===== src/hrrn_pkg.sv =====
`default_nettype none

package hrrn_pkg;

	localparam int OP_W    = 2;
	localparam int STAT_W  = 2;
	localparam int ID_W    = 8;
	localparam int VAL_W   = 16;
	localparam int RATIO_W = VAL_W + 1;

	localparam logic [OP_W-1:0] OP_INSERT = 2'd0;
	localparam logic [OP_W-1:0] OP_TICK   = 2'd1;
	localparam logic [OP_W-1:0] OP_SELECT = 2'd2;

	localparam logic [STAT_W-1:0] STAT_OK    = 2'd0;
	localparam logic [STAT_W-1:0] STAT_FULL  = 2'd1;
	localparam logic [STAT_W-1:0] STAT_EMPTY = 2'd2;
	localparam logic [STAT_W-1:0] STAT_ZERO  = 2'd3;

	localparam logic [VAL_W-1:0] WAIT_MAX = '1;

	typedef struct packed {
		logic [OP_W-1:0]  op;
		logic [ID_W-1:0]  proc_id;
		logic [VAL_W-1:0] burst_len;
	} hrrn_req_t;

	typedef struct packed {
		logic [STAT_W-1:0]  status;
		logic [ID_W-1:0]    chosen_id;
		logic [RATIO_W-1:0] chosen_ratio;
	} hrrn_rsp_t;

	// write strobes from the sequencer to the slot store
	typedef struct packed {
		logic insert_wr;
		logic wait_wr;
		logic clear;
	} hrrn_store_cmd_t;

endpackage

`default_nettype wire


===== src/hrrn_stream_if.sv =====
`default_nettype none

interface hrrn_stream_if #(
	parameter type data_t = logic
);
	logic  valid;
	logic  ready;
	data_t data;

	modport source (output valid, output data, input ready);
	modport sink (input valid, input data, output ready);
endinterface

`default_nettype wire


===== src/hrrn_divider.sv =====
`default_nettype none

module hrrn_divider
	import hrrn_pkg::*;
(
	input  logic             clk,
	input  logic             arst_n,
	input  logic             start,
	input  logic [VAL_W-1:0] dividend,
	input  logic [VAL_W-1:0] divisor,
	output logic             done,
	output logic [VAL_W-1:0] quotient
);

	localparam int STEP_W = $clog2(VAL_W);
	localparam logic [STEP_W-1:0] STEP_LAST = STEP_W'(VAL_W - 1);

	logic              busy_q;
	logic              done_q;
	logic [STEP_W-1:0] step_q;
	logic [VAL_W-1:0]  rem_q;
	logic [VAL_W-1:0]  quo_q;
	logic [VAL_W-1:0]  div_q;

	logic [VAL_W:0] trial;
	logic [VAL_W:0] diff;
	logic           ge;

	// restoring division, one quotient bit a cycle
	assign trial = {rem_q, quo_q[VAL_W-1]};
	assign diff  = trial - {1'b0, div_q};
	assign ge    = trial >= {1'b0, div_q};

	always_ff @(posedge clk or negedge arst_n) begin
		if (!arst_n) begin
			busy_q <= 1'b0;
			done_q <= 1'b0;
			step_q <= '0;
			rem_q  <= '0;
			quo_q  <= '0;
			div_q  <= '0;
		end else begin
			done_q <= 1'b0;
			if (start) begin
				busy_q <= 1'b1;
				step_q <= '0;
				rem_q  <= '0;
				quo_q  <= dividend;
				div_q  <= divisor;
			end else if (busy_q) begin
				rem_q  <= ge ? diff[VAL_W-1:0] : trial[VAL_W-1:0];
				quo_q  <= {quo_q[VAL_W-2:0], ge};
				step_q <= step_q + STEP_W'(1);
				if (step_q == STEP_LAST) begin
					busy_q <= 1'b0;
					done_q <= 1'b1;
				end
			end
		end
	end

	assign done     = done_q;
	assign quotient = quo_q;

	a_div_latency: assert property (@(posedge clk) disable iff (!arst_n)
		start |-> ##(VAL_W + 1) done)
		else $error("divider did not finish on time");

endmodule

`default_nettype wire


===== src/hrrn_slot_store.sv =====
`default_nettype none

module hrrn_slot_store
	import hrrn_pkg::*;
#(
	parameter int TABLE_DEPTH = 16,
	localparam int IDX_W = $clog2(TABLE_DEPTH)
) (
	input  logic                   clk,
	input  logic                   arst_n,
	input  hrrn_store_cmd_t        cmd,
	input  logic [IDX_W-1:0]       addr,
	input  logic [ID_W-1:0]        wr_id,
	input  logic [VAL_W-1:0]       wr_service,
	input  logic [VAL_W-1:0]       wr_wait,
	output logic [TABLE_DEPTH-1:0] valid_vec,
	output logic [ID_W-1:0]        rd_id,
	output logic [VAL_W-1:0]       rd_service,
	output logic [VAL_W-1:0]       rd_wait
);

	logic [ID_W-1:0]  id_mem   [TABLE_DEPTH];
	logic [VAL_W-1:0] svc_mem  [TABLE_DEPTH];
	logic [VAL_W-1:0] wait_mem [TABLE_DEPTH];

	logic [TABLE_DEPTH-1:0] valid_q;
	logic [ID_W-1:0]        rd_id_q;
	logic [VAL_W-1:0]       rd_service_q;
	logic [VAL_W-1:0]       rd_wait_q;

	always_ff @(posedge clk) begin
		if (cmd.insert_wr) begin
			id_mem[addr]  <= wr_id;
			svc_mem[addr] <= wr_service;
		end
		if (cmd.insert_wr || cmd.wait_wr) begin
			wait_mem[addr] <= wr_wait;
		end
		rd_id_q      <= id_mem[addr];
		rd_service_q <= svc_mem[addr];
		rd_wait_q    <= wait_mem[addr];
	end

	always_ff @(posedge clk or negedge arst_n) begin
		if (!arst_n) begin
			valid_q <= '0;
		end else if (cmd.insert_wr) begin
			valid_q[addr] <= 1'b1;
		end else if (cmd.clear) begin
			valid_q[addr] <= 1'b0;
		end
	end

	assign valid_vec  = valid_q;
	assign rd_id      = rd_id_q;
	assign rd_service = rd_service_q;
	assign rd_wait    = rd_wait_q;

endmodule

`default_nettype wire


===== src/hrrn_process_selector_unit.sv =====
// Highest-response-ratio-next selector over TABLE_DEPTH slots. Insert takes the lowest free
// slot, tick ages every occupied slot by one (saturating), select returns and frees the slot
// with the highest (wait + service) / service, ties to the lowest slot. One request is
// processed at a time and every request gives exactly one response. Slots are visited in
// order from the lowest; the ratio comes from a shared bit-serial divider. A zero service
// time on insert or an unused op is answered without a scan. The next request can be taken
// while a response is still waiting on rsp.
`default_nettype none

module hrrn_process_selector_unit
	import hrrn_pkg::*;
#(
	parameter int TABLE_DEPTH = 16
) (
	input  logic          clk,
	input  logic          arst_n,
	hrrn_stream_if.sink   req,
	hrrn_stream_if.source rsp
);

	localparam int IDX_W = $clog2(TABLE_DEPTH);
	localparam int CNT_W = $clog2(TABLE_DEPTH + 1);
	localparam logic [CNT_W-1:0] CNT_END = CNT_W'(TABLE_DEPTH);

	localparam logic [2:0] S_IDLE = 3'd0;
	localparam logic [2:0] S_SCAN = 3'd1;
	localparam logic [2:0] S_EVAL = 3'd2;
	localparam logic [2:0] S_DIV  = 3'd3;
	localparam logic [2:0] S_OUT  = 3'd4;

	logic [2:0]         state_q;
	logic [OP_W-1:0]    op_q;
	logic [ID_W-1:0]    id_q;
	logic [VAL_W-1:0]   svc_q;
	logic [CNT_W-1:0]   cnt_q;
	logic               found_q;
	logic [IDX_W-1:0]   best_idx_q;
	logic [ID_W-1:0]    best_id_q;
	logic [RATIO_W-1:0] best_ratio_q;
	logic [ID_W-1:0]    cur_id_q;
	logic [STAT_W-1:0]  res_status_q;
	logic [ID_W-1:0]    res_id_q;
	logic [RATIO_W-1:0] res_ratio_q;
	logic               out_valid_q;
	hrrn_rsp_t          out_data_q;

	hrrn_req_t              req_data;
	hrrn_store_cmd_t        store_cmd;
	logic [IDX_W-1:0]       store_addr;
	logic [VAL_W-1:0]       wr_wait;
	logic [TABLE_DEPTH-1:0] valid_vec;
	logic [ID_W-1:0]        rd_id;
	logic [VAL_W-1:0]       rd_service;
	logic [VAL_W-1:0]       rd_wait;
	logic                   div_start;
	logic                   div_done;
	logic [VAL_W-1:0]       div_quo;

	logic [IDX_W-1:0]   cnt_idx;
	logic               slot_v;
	logic               scan_end;
	logic [RATIO_W-1:0] ratio_cur;
	logic               out_load;

	assign req_data  = req.data;
	assign cnt_idx   = cnt_q[IDX_W-1:0];
	assign slot_v    = valid_vec[cnt_idx];
	assign scan_end  = cnt_q == CNT_END;
	assign ratio_cur = {1'b0, div_quo} + RATIO_W'(1);
	assign out_load  = state_q == S_OUT && (!out_valid_q || rsp.ready);

	hrrn_slot_store #(
		.TABLE_DEPTH(TABLE_DEPTH)
	) u_store (
		.clk        (clk),
		.arst_n     (arst_n),
		.cmd        (store_cmd),
		.addr       (store_addr),
		.wr_id      (id_q),
		.wr_service (svc_q),
		.wr_wait    (wr_wait),
		.valid_vec  (valid_vec),
		.rd_id      (rd_id),
		.rd_service (rd_service),
		.rd_wait    (rd_wait)
	);

	hrrn_divider u_div (
		.clk      (clk),
		.arst_n   (arst_n),
		.start    (div_start),
		.dividend (rd_wait),
		.divisor  (rd_service),
		.done     (div_done),
		.quotient (div_quo)
	);

	always_comb begin
		store_cmd  = '0;
		store_addr = cnt_idx;
		wr_wait    = '0;
		div_start  = 1'b0;
		case (state_q)
			S_SCAN: begin
				if (scan_end) begin
					if (op_q == OP_SELECT && found_q) begin
						store_cmd.clear = 1'b1;
						store_addr      = best_idx_q;
					end
				end else if (op_q == OP_INSERT && !slot_v) begin
					store_cmd.insert_wr = 1'b1;
				end
			end
			S_EVAL: begin
				if (op_q == OP_TICK) begin
					store_cmd.wait_wr = 1'b1;
					wr_wait = (rd_wait == WAIT_MAX) ? rd_wait : rd_wait + VAL_W'(1);
				end else begin
					div_start = 1'b1;
				end
			end
			default: begin
			end
		endcase
	end

	always_ff @(posedge clk or negedge arst_n) begin
		if (!arst_n) begin
			state_q      <= S_IDLE;
			op_q         <= OP_INSERT;
			id_q         <= '0;
			svc_q        <= '0;
			cnt_q        <= '0;
			found_q      <= 1'b0;
			best_idx_q   <= '0;
			best_id_q    <= '0;
			best_ratio_q <= '0;
			cur_id_q     <= '0;
			res_status_q <= STAT_OK;
			res_id_q     <= '0;
			res_ratio_q  <= '0;
			out_valid_q  <= 1'b0;
			out_data_q   <= '0;
		end else begin
			if (out_load) begin
				out_valid_q <= 1'b1;
			end else if (rsp.ready) begin
				out_valid_q <= 1'b0;
			end
			case (state_q)
				S_IDLE: begin
					if (req.valid) begin
						op_q         <= req_data.op;
						id_q         <= req_data.proc_id;
						svc_q        <= req_data.burst_len;
						cnt_q        <= '0;
						found_q      <= 1'b0;
						res_status_q <= STAT_OK;
						res_id_q     <= '0;
						res_ratio_q  <= '0;
						if (req_data.op == OP_INSERT && req_data.burst_len == '0) begin
							res_status_q <= STAT_ZERO;
							state_q      <= S_OUT;
						end else if (req_data.op == OP_INSERT || req_data.op == OP_TICK ||
						             req_data.op == OP_SELECT) begin
							state_q <= S_SCAN;
						end else begin
							state_q <= S_OUT;
						end
					end
				end
				S_SCAN: begin
					if (scan_end) begin
						if (op_q == OP_INSERT) begin
							res_status_q <= STAT_FULL;
						end else if (op_q == OP_SELECT) begin
							if (found_q) begin
								res_id_q    <= best_id_q;
								res_ratio_q <= best_ratio_q;
							end else begin
								res_status_q <= STAT_EMPTY;
							end
						end
						state_q <= S_OUT;
					end else if (op_q == OP_INSERT) begin
						if (!slot_v) begin
							state_q <= S_OUT;
						end else begin
							cnt_q <= cnt_q + CNT_W'(1);
						end
					end else if (slot_v) begin
						state_q <= S_EVAL;
					end else begin
						cnt_q <= cnt_q + CNT_W'(1);
					end
				end
				S_EVAL: begin
					if (op_q == OP_TICK) begin
						cnt_q   <= cnt_q + CNT_W'(1);
						state_q <= S_SCAN;
					end else begin
						cur_id_q <= rd_id;
						state_q  <= S_DIV;
					end
				end
				S_DIV: begin
					if (div_done) begin
						if (!found_q || ratio_cur > best_ratio_q) begin
							found_q      <= 1'b1;
							best_idx_q   <= cnt_idx;
							best_id_q    <= cur_id_q;
							best_ratio_q <= ratio_cur;
						end
						cnt_q   <= cnt_q + CNT_W'(1);
						state_q <= S_SCAN;
					end
				end
				S_OUT: begin
					if (out_load) begin
						out_data_q.status       <= res_status_q;
						out_data_q.chosen_id    <= res_id_q;
						out_data_q.chosen_ratio <= res_ratio_q;
						state_q                 <= S_IDLE;
					end
				end
				default: begin
					state_q <= S_IDLE;
				end
			endcase
		end
	end

	assign req.ready = state_q == S_IDLE;
	assign rsp.valid = out_valid_q;
	assign rsp.data  = out_data_q;

	a_insert_free: assert property (@(posedge clk) disable iff (!arst_n)
		store_cmd.insert_wr |-> !valid_vec[store_addr])
		else $error("insert into an occupied slot");

	a_clear_used: assert property (@(posedge clk) disable iff (!arst_n)
		store_cmd.clear |-> valid_vec[store_addr])
		else $error("select frees an empty slot");

	a_fail_zero: assert property (@(posedge clk) disable iff (!arst_n)
		(out_valid_q && out_data_q.status != STAT_OK) |->
		(out_data_q.chosen_id == '0 && out_data_q.chosen_ratio == '0))
		else $error("failed request carries a chosen entry");

	a_div_in_select: assert property (@(posedge clk) disable iff (!arst_n)
		div_start |-> (op_q == OP_SELECT && rd_service != '0))
		else $error("divider started outside select or on zero service");

endmodule

`default_nettype wire


===== src/flat_wrapper.sv =====
// flat-port wrapper written by rule: the top's interface ports become plain ports
module hrrn_process_selector_unit_flat import hrrn_pkg::*;
#(
	parameter int TABLE_DEPTH = 16
)
  (clk, arst_n, req_valid, req_data, req_ready, rsp_valid, rsp_data, rsp_ready);
  hrrn_stream_if #(.data_t(hrrn_req_t)) req_i ();
  hrrn_stream_if #(.data_t(hrrn_rsp_t)) rsp_i ();
  input  logic clk;
  input  logic arst_n;
  input wire logic [$bits(req_i.valid)-1:0] req_valid;
  input wire logic [$bits(req_i.data)-1:0] req_data;
  output wire logic [$bits(req_i.ready)-1:0] req_ready;
  output wire logic [$bits(rsp_i.valid)-1:0] rsp_valid;
  output wire logic [$bits(rsp_i.data)-1:0] rsp_data;
  input wire logic [$bits(rsp_i.ready)-1:0] rsp_ready;
  assign req_i.valid = req_valid;
  assign req_i.data = req_data;
  assign req_ready = req_i.ready;
  assign rsp_valid = rsp_i.valid;
  assign rsp_data = rsp_i.data;
  assign rsp_i.ready = rsp_ready;
  hrrn_process_selector_unit #(.TABLE_DEPTH(TABLE_DEPTH)) u_core (.clk(clk), .arst_n(arst_n), .req(req_i), .rsp(rsp_i));
endmodule

===== config.mk =====
export PLATFORM = sky130hd
export DESIGN_NAME = hrrn_process_selector_unit_flat
export DESIGN_NICKNAME = d
export VERILOG_FILES = /design/src/hrrn_pkg.sv /design/src/hrrn_stream_if.sv /design/src/hrrn_divider.sv /design/src/hrrn_slot_store.sv /design/src/hrrn_process_selector_unit.sv /design/src/flat_wrapper.sv
export SDC_FILE = /design/constraint.sdc
export NUM_CORES = 1
export LEC_CHECK = 0
export ABC_AREA = 1
export BUFFER_PORTS_ARGS = -buffer_cell sky130_fd_sc_hd__buf_2
export CAP_MARGIN = 20
export CORE_MARGIN = 2
export CORE_UTILIZATION = 55
export CTS_BUF_LIST = sky130_fd_sc_hd__clkbuf_4
export DETAILED_ROUTE_END_ITERATION = 10
export GPL_TIMING_DRIVEN = 0
export MAX_ROUTING_LAYER = met4
export PLACE_DENSITY = 0.78
export SLEW_MARGIN = 20
export SYNTH_ARGS = -nofsm -noshare
export SYNTH_HDL_FRONTEND = slang
export SYNTH_HIERARCHICAL = 1
export SYNTH_SLANG_ARGS = --single-unit
export TNS_END_PERCENT = 1

===== constraint.sdc =====
create_clock -name clk -period 4 [get_ports clk]
set_input_delay 0 -clock clk [delete_from_list [all_inputs] [get_ports clk]]
set_output_delay 0 -clock clk [all_outputs]
set_load 0.02 [all_outputs]

==> qor.yml, run 1 <==
sta:
  skew_ns: 0.08860
  setup_violations: 0
  finalSetupTns_ns: 0
  finalHoldViolCount: 0
  setup_ws_ns: 0.07919
  rsz0062_at_grt: "true"
  period_share_pct: 98.02
  slew_headroom_pct: 23.73
  worst_pin_slew_ns: 1.144
  drv_slew: 0
  period_minus_slack_ns: 3.921
  max_freq_mhz: 255.0
setup_path:
  path_common_cell: "nand2_1"
  start_kind: "flop"
  crit_fanout: 14
  crit_arrival_ns: 4.67
  cp-end-kind: "flop"
  critPathKind: "reg -> reg"
  cpPeakStageDelay_ns: 0.40
  crit_required_ns: 4.75
  r2r-end: "u_core/u_store/wait_mem[3][10]"
  critPathSlowestCell: "dfrtp_1"
  rr_startpoint: "u_core/cnt_q[1]"
  crit_chain: "buf_2 -> inv_1 -> ha_1 -> nand3_2 -> nor2_4 -> nand2_1 -> inv_2 -> nand2_1 -> o21ai_1 -> buf_4 -> buf_6 -> buf_6 -> nand2_1 -> inv_2 -> nand2_1 -> nor2_2 -> buf_6"
  worst_r2r_path_depth: 17
  rrSetupSlack_ns: 0.08
route:
  post-route-drc-count: 0
  wl_per_cell_um: 17.78
  finalWirelength_um: 101100
  final_antenna_net_count: 0
  drt_iter0_markers: 3103
  via_per_inst: 5.223
  num_vias: 29680
  drtPass1Iterations: 8
pwr:
  p_comb_share_pct: 33.8
  p_int_uw: 18450
  powerDensity_nw_per_um2: 667.4
  swShare_pct: 39.09
  p_total_uw: 30290
  clkPwrFrac_pct: 24.6
  power_frac_seq_pct: 41.6
  ir_worst_vdd_mv: 0.4453
  switching_power_uw: 11840
  power_leakage_uw: 0.02072
layout:
  stdcell_area_um2: 45390
  syn2layout_area_growth_pct: 16.56
  final_util_pct: 64.81
  layout.nets: 4626
  drive_gt1_share_pct: 14.70
global_route:
  grtUsageTotal_pct: 28.41
  grt_overflow: 0
  grt_first_pass_wirelength_um: 155100
  grt_max_degree: 100
  antenna_found_initial: 5
  grt_pass1_vias: 29064
min_path:
  hold_path_depth: 6
  worstHoldEndpoint: "u_core/rsp.valid"
  hp-start: "rsp_ready"
  hold_class: "in -> reg"
floorplanning:
  die_w_um: 270.1
  io_pins: 59
  core_um2: 70030
  placementRows: 97
  die_y_um: 270.1
  start_util_pct: 55.60
  die-area_um2: 72940
place:
  dp_slack_ns: -0.3275
  port_buffers: 58
  placed_cell_area_um2: 41200
  hpwl_um: 67570
  place.gp.congestion: 0.9552
yosys:
  yosys.area.top_type: "edfxtp_1"
  ys_ff_latch: 877
  synth_edf_count: 640
  ys_async_sr_fraction_pct: 22.46
  synth.top_cell.area_share_pct: 49.36
  yosys-top-cells-area: "edfxtp_1 (49%), nand2_1 (21%), dfrtp_1 (13%), inv_1 (2.7%), dfxtp_1 (2.1%)"
  synth_area_um2: 38940
  synth_nets: 4202
  synth_cell_type_count: 48
  syn_inst: 4133
  ys.flop_type: "edfxtp_1"
  syn_area_per_cell_um2: 9.421
  ys_warn_count: 6
  seq_area_frac_synth_pct: 64.07
cts:
  cts_buffers: 209
  insertion_delay_ns: 1.10
  cts-htree-levels: 4
  cts.clk_slew.worst_paths_ns: 0.06
  root_buffer: "clkbuf_4"
  cts_tree: "done"
  clock_path_buffers: 3
  clock-sinks: 877
run:
  maxCapViolCount: 0
status:
  status: "completed"
per-stage QoR:
step,hold slack [ns],std cells
CTS,0.1856,5655
floorplan,-0.2956,4133
detailed placement,-0.2125,5162
finish,0.2745,5683
global route,0.2628,5682
global placement,0.1952,5131
kinds of logic after synthesis:
family	Yosys count	share of synthesized area [%]
xor gates and xnor gates	21	0.4723
DFF	877	64.07
adders and majority gates	39	1.273
and+or+nand+nor	2556	26.11
AOI/OAI and AO/OA	167	2.336
buffers and inverters	473	5.736
layout by cell type (no fill, tap or decap), types with 17 or more instances in the layout:
master	netlist	routed
dfxtp_1	40	40
nand2_1	2207	2203
o21ai_1	22	24
buf_6	41	51
buf_4	14	34
nand2_2	19	23
a21oi_1	18	17
dlygate4sd3_1	0	101
edfxtp_1	640	640
nand3_1	115	114
o21ai_0	102	100
nor2_4	7	35
nor2_2	9	23
dfrtp_1	197	197
buf_2	61	116
nand4_1	18	18
nor2_1	120	80
clkbuf_1	42	40
inv_1	285	285
clkbuf_4	0	315
ha_1	38	38
clkinv_1	2	50
final cells by class:
type	instances	area (µm²)
inverters	299	1127
clock inverters	75	440.4
diodes	7	17.52
flip-flops and latches	877	24950
repair buffers	211	2147
plain buffers	174	1114
multi-input cells	2785	12050
well taps	940	1176
clock buffers	315	2365
fillers	5194	24640
what timing repair did:
action                                  CTS  global route
hold endpoints to repair                287             0
gates cloned                              1             1
gates resized for setup                  11            15
pin swaps                                 2            10
endpoints found under the setup margin  274           558
hold buffers                            101             0
setup buffers                             1            20
cells in the mapped netlist (2+ instances only):
cell type,count
a211oi_1,2
a21oi_1,18
a31oi_1,4
and2_1,3
buf_1,15
buf_2,61
buf_4,14
buf_6,41
clkbuf_1,42
clkinv_1,2
dfrtp_1,197
dfxtp_1,40
edfxtp_1,640
ha_1,38
inv_1,285
inv_2,10
inv_4,2
nand2_1,2207
nand2_2,19
nand2_4,4
nand3_1,115
nand3_2,13
nand3b_1,11
nand4_1,18
nor2_1,120
nor2_2,9
nor2_4,7
nor3_1,18
nor3_4,3
nor3b_1,2
nor4_1,2
o211ai_1,2
o21ai_0,102
o21ai_1,22
o221ai_1,12
or2_2,2
xnor2_1,11
xor2_1,10
power groups by stage:
stage / Clock (µW) / Combinational [µW] / Sequential (µW)
2_1_floorplan: 0 / 6740 / 12300
3_3_place_gp: 0 / 9190 / 12700
3_5_place_dp: 0 / 9560 / 12700
4_1_cts: 7550 / 9910 / 12600
5_1_grt: 8060 / 11300 / 12700
6_report: 7450 / 10200 / 12600
flip-flops by register name, indices dropped and copies added (netlist names), 17 cells and up, named ones only:
register / cells
u_core/u_store/id_mem: 128
u_core/best_ratio_q: 17
u_core/rsp.data: 27
u_core/u_store/svc_mem: 256
u_core/u_store/wait_mem: 256
u_core/res_ratio_q: 17
metal layers:
layer  global-route usage [%]  part of all wire [%]
met1                    33.89                    37
met2                    45.76                    48
met3                    6.517                    11
met5                        -                     0
met4                    13.68                   4.1
how the worst max path moves through the flow:
| stage | start | depth (start not counted) | slack, ns | end |
|---|---|---|---|---|
| 4_1_cts | u_core/cnt_q[1] | 17 | 0.004 | u_core/u_store/svc_mem[15][11] |
| 6_report | u_core/cnt_q[1] | 17 | 0.08 | u_core/u_store/wait_mem[3][10] |
| 2_1_floorplan | u_core/cnt_q[1] | 16 | 0.39 | u_core/u_store/id_mem[1][0] |
| 3_5_place_dp | u_core/cnt_q[1] | 15 | -0.33 | u_core/u_store/wait_mem[11][7] |
| 3_3_place_gp | u_core/cnt_q[1] | 15 | -1.32 | u_core/u_store/id_mem[11][0] |
| 5_1_grt | u_core/cnt_q[1] | 17 | -0.05 | u_core/u_store/svc_mem[3][5] |
critical path: cells and delay by family (launching register included):
kind	cells	cell delay (ns)
buffers and inverters	8	1.57
and+or+nand+nor	7	1.19
DFF	1	0.40
adders and majority gates	1	0.22
AOI/OAI and AO/OA	1	0.18
No activity file was read; power rests on OpenSTA's default activity.
==> run 2: changes to the inputs <==
--- a/config.mk
+++ b/config.mk
@@ -8,7 +8,7 @@
 export ABC_AREA = 1
 export BUFFER_PORTS_ARGS = -buffer_cell sky130_fd_sc_hd__buf_2
 export CAP_MARGIN = 20
-export CORE_MARGIN = 2
+export CORE_MARGIN = 5
 export CORE_UTILIZATION = 55
 export CTS_BUF_LIST = sky130_fd_sc_hd__clkbuf_4
 export DETAILED_ROUTE_END_ITERATION = 10
==> qor.yml, run 2 (synthesis gave the netlist of run 1 again) <==
layout:
  syn2layout_area_growth_pct: 16.22
  mostFrequentLayoutCells: "nand2_1 (2205), edfxtp_1 (640), clkbuf_4 (319)"
  reg_top3: "u_core/u_store/svc_mem: 256 flops, u_core/u_store/wait_mem: 256 flops, u_core/u_store/id_mem: 128 flops"
  multiInputGateArea_um2: 12000
  final_util_pct: 64.51
  drive_gt1_share_pct: 14.39
  layout.nets: 4614
  fillers: 5299
  seqCellArea_um2: 24950
  final_common_cell: "nand2_1"
floorplanning:
  placementRows: 97
  core_um2: 70150
  die_w_um: 276.1
  start_util_pct: 55.51
  io_pins: 59
  die-area_um2: 76220
  die_y_um: 276.1
sta:
  slew_headroom_pct: 18.02
  setup_ws_ns: -0.2123
  skew_ns: 0.09951
  drv_slew: 0
  max_freq_mhz: 237.4
  setup_violations: 120
  holdWs_ns: 0.1479
  worst_pin_slew_ns: 1.225
  period_minus_slack_ns: 4.212
  finalHoldViolCount: 0
  rsz0062_at_grt: "true"
  period_share_pct: 105.3
setup_path:
  crit_required_ns: 4.75
  path_buf_inv: 4
  crit_arrival_ns: 4.96
  crit_chain: "buf_2 -> inv_1 -> ha_1 -> nand3_1 -> nand2_2 -> nor3_1 -> nor2_1 -> buf_1 -> nor2_2 -> buf_8"
  rrSetupSlack_ns: -0.21
  crit_fanout: 13
  start_kind: "flop"
  critPathKind: "reg -> reg"
  crit_family: "simple AND/OR/NAND/NOR gates"
  cpPeakStageDelay_ns: 0.95
  critPathSlowestCell: "nor2_1"
  cp-end-kind: "flop"
global_route:
  antenna_found_initial: 5
  grt_overflow: 0
  gr-max-usage-layer: "met2"
  grt_pass1_vias: 29392
  grt_first_pass_wirelength_um: 159200
  met1_usage_pct: 33.41
  grt_max_degree: 93
  grt_use_met2_pct: 43.20
  grtUsageTotal_pct: 27.23
  grt_use_met3_pct: 6.108
pwr:
  power_leakage_uw: 0.02068
  powerDensity_nw_per_um2: 672.4
  ir_worst_vdd_mv: 0.4060
route:
  num_vias: 30107
  post-route-drc-count: 0
  wl_per_cell_um: 18.14
  finalWirelength_um: 103000
  drtPass1Iterations: 9
  via_per_inst: 5.301
  final_antenna_net_count: 0
  drt_iter0_markers: 3251
place:
  hpwl_um: 67650
  place.gp.congestion: 0.9356
  dp_slack_ns: -0.2766
  port_buffers: 58
cts:
  cts.clk_slew.worst_paths_ns: 0.06
  clock_path_buffers: 3
  root_buffer: "clkbuf_4"
  cts_tree: "done"
  cts_buffers: 212
  cts-htree-levels: 4
  clock-sinks: 877
  insertion_delay_ns: 1.09
status:
  status: "finished, violations left"
  violations: "setup timing"
run:
  maxCapViolCount: 0
min_path:
  hold_class: "in -> async"
-- run 2: worst paths after layout --
path | start | endpoint | cells after the start
setup / recovery | u_core/cnt_q[1] | u_core/u_store/wait_mem[12][7] | 10
hold / removal | arst_n | u_core/res_id_q[5] | 4
setup reg to reg | u_core/cnt_q[1] | u_core/u_store/wait_mem[12][7] | 10
hold reg to reg | u_core/u_store/rd_service[0] | u_core/u_div/div_q[0] | 2
max in group asynchronous | arst_n | async pin | 6
min in group clk | rsp_ready | u_core/rsp.valid | 6
-- run 2: layout make-up --
class,count,area share [%]
flip-flops and latches,877,55.13
inverters,299,2.491
well taps,940,2.599
repair buffers,198,4.441
multi-input cells,2783,26.51
plain buffers,174,2.469
clock buffers,319,5.292
clock inverters,83,1.026
diodes,7,0.03871
-- run 2: tightest hold or removal path, delay by kind of cell --
kind | cells | cell delay [ns]
buffers and inverters | 4 | 1.66
-- run 2: repair_timing --
action,in CTS,in global routing
buffers inserted,1,3
resized for setup,6,10
endpoints found under the setup margin,111,185
hold buffers,100,1
hold endpoints to repair,279,19
pin swaps,1,3
cloned,0,0
-- run 2: per-stage QoR --
stage / setup TNS [ns] / cells / total power, µW / instance area [µm²]
final: -9.021 / 5680 / 30430 / 45250
after CTS: 0 / 5669 / 30170 / 45160
after detailed placement: -12.33 / 5166 / 22320 / 41250
after floorplan: 0 / 4133 / 19030 / 38940
after global placement: -666.95 / 5131 / 21900 / 40400
after global routing: -10.26 / 5679 / 32300 / 45250
-- run 2: per-layer routing --
layer / vias to the layer above / wire [µm]
met3: 363 / 10350
li1: 14194 / -
met4: 0 / 5172
met1: 13949 / 38780
met2: 1601 / 48740
met5: - / 0
-- run 2: power breakdown --
| group | total (µW) | switching, µW | internal (µW) |
|---|---|---|---|
| sequential | 12600 | 1270 | 11300 |
| clock | 7590 | 3700 | 3890 |
| combinational | 10200 | 6890 | 3350 |
| total | 30400 | 11900 | 18600 |
